<file path="src/hdl/gvi_pkg.sv">
// Package for the grid value iteration unit.
// Holds the sequencer states, mode and register codes, and the multiply unit control.
// No dependencies.
package gvi_pkg;

  localparam int MB_W = 35;
  localparam int ACC_W = 54;

  typedef enum logic [1:0] {
    MODE_LOAD  = 2'd0,
    MODE_RUN   = 2'd1,
    MODE_READ  = 2'd2,
    MODE_CLEAR = 2'd3
  } gvi_mode_t;

  typedef enum logic [2:0] {
    CFG_DISCOUNT  = 3'd0,
    CFG_THRESHOLD = 3'd1,
    CFG_FLOOR     = 3'd2,
    CFG_TERM_A    = 3'd3,
    CFG_TERM_B    = 3'd4,
    CFG_INTENDED  = 3'd5,
    CFG_SLIP      = 3'd6,
    CFG_SPARE     = 3'd7
  } gvi_cfg_t;

  typedef enum logic [3:0] {
    S_INIT, S_IDLE, S_READ, S_CLRV, S_CELL, S_TRD, S_TWR,
    S_RDV, S_MUL, S_DSC, S_UPD, S_SWEND
  } gvi_state_t;

  typedef struct packed {
    logic issue;
    logic clr;
  } gvi_mac_ctl_t;

endpackage

</file>
<file path="src/hdl/gvi_mac.sv">
// Shared multiply-accumulate unit: registered product, then accumulate.
// Depends on gvi_pkg.
module gvi_mac (
  input  logic                               clk,
  input  logic                               rst,
  input  gvi_pkg::gvi_mac_ctl_t              ctl,
  input  logic [15:0]                        op_a,
  input  logic signed [gvi_pkg::MB_W-1:0]    op_b,
  output logic signed [gvi_pkg::ACC_W-1:0]   acc
);
  import gvi_pkg::*;

  logic signed [MB_W+16:0] prod;
  logic                    pend;
  logic                    clr_d;

  always_ff @(posedge clk) begin
    if (rst) begin
      pend <= 1'b0;
      clr_d <= 1'b0;
    end else begin
      pend <= ctl.issue;
      clr_d <= ctl.clr;
    end
    if (ctl.issue) begin
      prod <= $signed({1'b0, op_a}) * op_b;
    end
    if (pend) begin
      acc <= (clr_d ? '0 : acc) + ACC_W'(prod);
    end
  end

endmodule

</file>
<file path="config.mk">
export PLATFORM = sky130hd
export DESIGN_NAME = gvi_mac
export DESIGN_NICKNAME = d
export VERILOG_FILES = /design/src/hdl/gvi_pkg.sv /design/src/hdl/gvi_mac.sv
export SDC_FILE = /design/constraint.sdc
export NUM_CORES = 2
export LEC_CHECK = 0
export BUFFER_PORTS_ARGS = -buffer_cell sky130_fd_sc_hd__buf_2
export CAP_MARGIN = 40
export CORE_MARGIN = 5
export CORE_UTILIZATION = 60
export CTS_BUF_LIST = sky130_fd_sc_hd__clkbuf_8
export DETAILED_ROUTE_END_ITERATION = 10
export MAX_ROUTING_LAYER = met4
export PLACE_DENSITY = 0.78
export SLEW_MARGIN = 20
export SYNTH_ARGS = -nofsm -noshare
export SYNTH_HDL_FRONTEND = slang
export SYNTH_SLANG_ARGS = --single-unit
</file>
<file path="constraint.sdc">
create_clock -name clk -period 9.2 [get_ports clk]
set_input_delay 0.92 -clock clk [delete_from_list [all_inputs] [get_ports clk]]
set_output_delay 0.92 -clock clk [all_outputs]
set_load 0.05 [all_outputs]
</file>
### Word level (Yosys, flattened, before mapping)

Cells that the tools add are included.

| word-level totals | value |
|---|---|
| bits in registers | 108 |
| output and inout bits | 54 |
| input port bits | 55 |

| cells by class | value |
|---|---|
| muxes and demuxes | 1 |
| add/subtract/negate cells | 1 |
| multiply operators | 1 |

Operator list:

| operator | number |
|---|---|
| adder 54 bit | 1 |
| two-way mux 54 bit | 1 |
| multiplier 17 x 35 -> 52 bit | 1 |

### Depth between registers and ports, before layout

| logic depth | value |
|---|---|
| word-level depth | 2 |
| mapped depth | 25 |

### Worst setup path after synthesis

Ideal clock, no wire load.

| timing | value |
|---|---|
| path type | input port to flip-flop |
| start | input port op_a[8] |
| end | register prod[36], data pin |
| arrival time | 6.771 ns |
| stages | 25 |
| slack | 2.167 ns |
| data required time | 8.938 ns |
| cells stage by stage | clkbuf_1 -> clkbuf_1 -> nand2_1 -> fa_1 -> inv_1 -> fa_1 -> inv_1 -> fa_1 -> inv_1 -> fa_1 -> fa_1 -> inv_1 -> fa_1 -> inv_1 -> ha_1 -> a21oi_1 -> o31ai_1 -> a2bb2oi_1 -> o21ai_1 -> o21ai_1 -> o21ai_1 -> a221o_1 -> a221oi_1 -> o21ai_1 -> xor2_1 |

| between the ends | value |
|---|---|
| longest elaborated chain between the ends | 1 |

RTL lines:

| item | line | source |
|---|---|---|
| start: declaration | gvi_mac.sv:7 | `input logic [15:0] op_a,` |
| multiplier 17 x 35 -> 52 bit | gvi_mac.sv:26 | `prod <= $signed({1'b0, op_a}) * op_b;` |
| end signal: assignment | gvi_mac.sv:26 |  |
| end: declaration | gvi_mac.sv:13 | `logic signed [MB_W+16:0] prod;` |

No other way between the ends.
A chain may end at the register's enable or synchronous reset.

### Worst setup path in the final report

| timing | value |
|---|---|
| start | input port op_a[3] |
| end | register prod[36], data pin |

Same word-level chain as after synthesis.

==> results.cfg <==
[outcome]
status = finished, final reports clean

[clock_network]
htree_levels = 3
clockBufferDepth = 2
cts_root_buf = clkbuf_8
cts_resized = 0
cts_sinks = 108
cts_tree = yes
cts_setup_buffers = 0
holdBufCountCts = 0
clk_latency_ns = 0.41
cts_buffers = 9
clk_pin_slew_worst_paths_ns = 0.09

[route]
drt_iter0_markers = 1698
routed_wl_mm = 62.5
route.detailed.drc = 0
ant_nets = 0
vias_per_cell = 5.63
first_pass_iters = 6
wire_per_inst_um = 18.7
vias = 18900

[finish]
diodes = 0
final_cell_mix = 634 x inv_1, 532 x fa_1, 414 x nand2_1
drive_gt1_share_pct = 4.84
final_common_cell = inv_1
fillerInstances = 3376
area_growth_pct = 4.20
fin_cells = 3349
fin_nets = 3568

[synthesis]
synth_area_um2 = 25700
synthCells = 2790
synth_cell_type_count = 57
synth_warnings = 0
synth_seq_cells = 108
synth_area_per_cell_um2 = 9.21
synth-edff-count = 106
synth_nets = 3553
ys_async_sr_fraction_pct = 0
synth_seq_area_share_pct = 12.5
ys.flop_type = edfxtp_1

[grt]
grt_pass1_vias = 20500
grt_overflow_total = 0
grt_antenna_before_repair = 0
grt_max_degree = 55
grtUsageTotal_pct = 28.4
grt_pass1_wl_mm = 104

[place]
io_buffers = 108
dpl.cell_count = 3330
place.gp.congestion = 0.913
dp_hpwl_mm = 48.7

[floorplan]
ios = 109
dieArea_um2 = 47100
die_w_um = 217
initial_core_util_pct = 61.0
fp.dieH_um = 217
core_um2 = 42100
core.rowCount = 75

[setup_path]
cp_max_fo = 35
crit_required_ns = 9.35
timing.rr.end = acc[52]
rrSetupSlack_ns = 4.98
r2r_cells = 13
critPathLaunchType = input port
crit_path_end_kind = flip-flop
cp.arrival_ns = 7.56
r2r_start = clr_d
crit_type = in2reg

[hold_path]
hp-start = prod[0]
hp-class = reg2reg
hold_end = acc[0]
hold_depth = 1

[timing]
relSlewSlack_pct = 38.9
max_freq_ghz = 0.135
finalMaxSlewViolations = 0
fin_setup_tns_ns = 0
worst_slew_pin_slew_ns = 0.917
fin_crit_sh_pct = 80.5
rsz0062_at_grt = false
setup_viol = 0
fin_skew_ns = 0.0156
hold_violations = 0
period_needed_ns = 7.40

[job]
maxCapViolCount = 0
## flip-flops by register name, summed over array words and instances, names as in the netlist
| signal | count |
|---|---|
| prod | 52 |
| clr_d | 1 |
| pend | 1 |
| acc | 54 |
## layout make-up
| class | count | area (µm²) | share of cell area [%] |
|---|---|---|---|
| clock inverter | 7 | 36.3 | 0.136 |
| inverter | 632 | 2370 | 8.86 |
| clock buffer | 9 | 124 | 0.463 |
| tap | 539 | 674 | 2.52 |
| multi-input combinational | 1937 | 19700 | 73.5 |
| timing repair buffer | 117 | 666 | 2.49 |
| sequential | 108 | 3230 | 12.0 |
## metrics by stage
| step | cell area (µm²) | hold slack [ns] | worst slack (ns) | util (%) |
|---|---|---|---|---|
| 2_1_floorplan | 25700 | 0.526 | 2.17 | - |
| 3_3_place_gp | 26500 | 0.578 | 1.65 | 63.0 |
| 3_5_place_dp | 26600 | 0.574 | 1.45 | 63.0 |
| 4_1_cts | 26700 | 0.590 | 1.89 | 63.4 |
| 5_1_grt | 26800 | 0.615 | 1.46 | 63.6 |
| 6_report | 26800 | 0.594 | 1.80 | 63.6 |
## critical path: stages
cell       delay [ns]
buf_2            0.68
nand2_1          0.21
fa_1             0.55
fa_1             0.52
fa_1             0.51
inv_1            0.05
fa_1             0.48
fa_1             0.49
inv_1            0.05
fa_1             0.47
inv_1            0.04
ha_1             0.36
a21oi_1          0.28
o31ai_1          0.13
a2bb2oi_1        0.14
o21ai_1          0.17
o21ai_1          0.26
o21ai_1          0.15
a221o_1          0.35
a221oi_1         0.43
o21ai_1          0.15
xor2_1           0.15
## kinds of logic (layout without fill, tap and decap cells)
logic type	after synthesis	count (layout)	share of synthesized area, %
flip-flops	108	108	12.5
XOR/XNOR	104	104	3.54
buffers and inverters	745	765	10.9
adder cells (fa/ha/maj)	708	708	50.0
AO/OA/AOI/OAI	287	287	7.23
AND/OR/NAND/NOR	838	838	15.8
## layer usage
layer	vias up	global-route usage, %	wire length [µm]
li1	8454	-	-
met1	9303	38.8	25800
met2	957	44.1	28700
met3	140	6.39	6660
met4	0	6.76	1430
met5	-	-	0
## synth_stat cells, drive strengths merged (47+ instances only)
master  instances  share of area [%]
inv           632                9.2
fa            532                 41
nand2         414                6.0
and2          207                5.0
ha            176                8.6
clkbuf        113                1.7
edfxtp        106                 12
a21oi          96                1.9
nor2b          66                1.6
xnor2          62                2.1
o21ai          50               0.97
nor2           47               0.70
## worst max path at each step
| stage | from | endpoint | depth (start not counted) |
|---|---|---|---|
| finish | op_a[3] | prod[36] | 22 |
| global route | op_a[3] | prod[36] | 22 |
| CTS | op_a[2] | prod[36] | 22 |
| detailed placement | op_a[2] | prod[36] | 22 |
| global placement | op_a[2] | prod[36] | 22 |
| floorplan | op_a[8] | prod[36] | 25 |
Power is not shown: default switching activity piles up to over one toggle a cycle in this logic, so the estimate is an artifact.
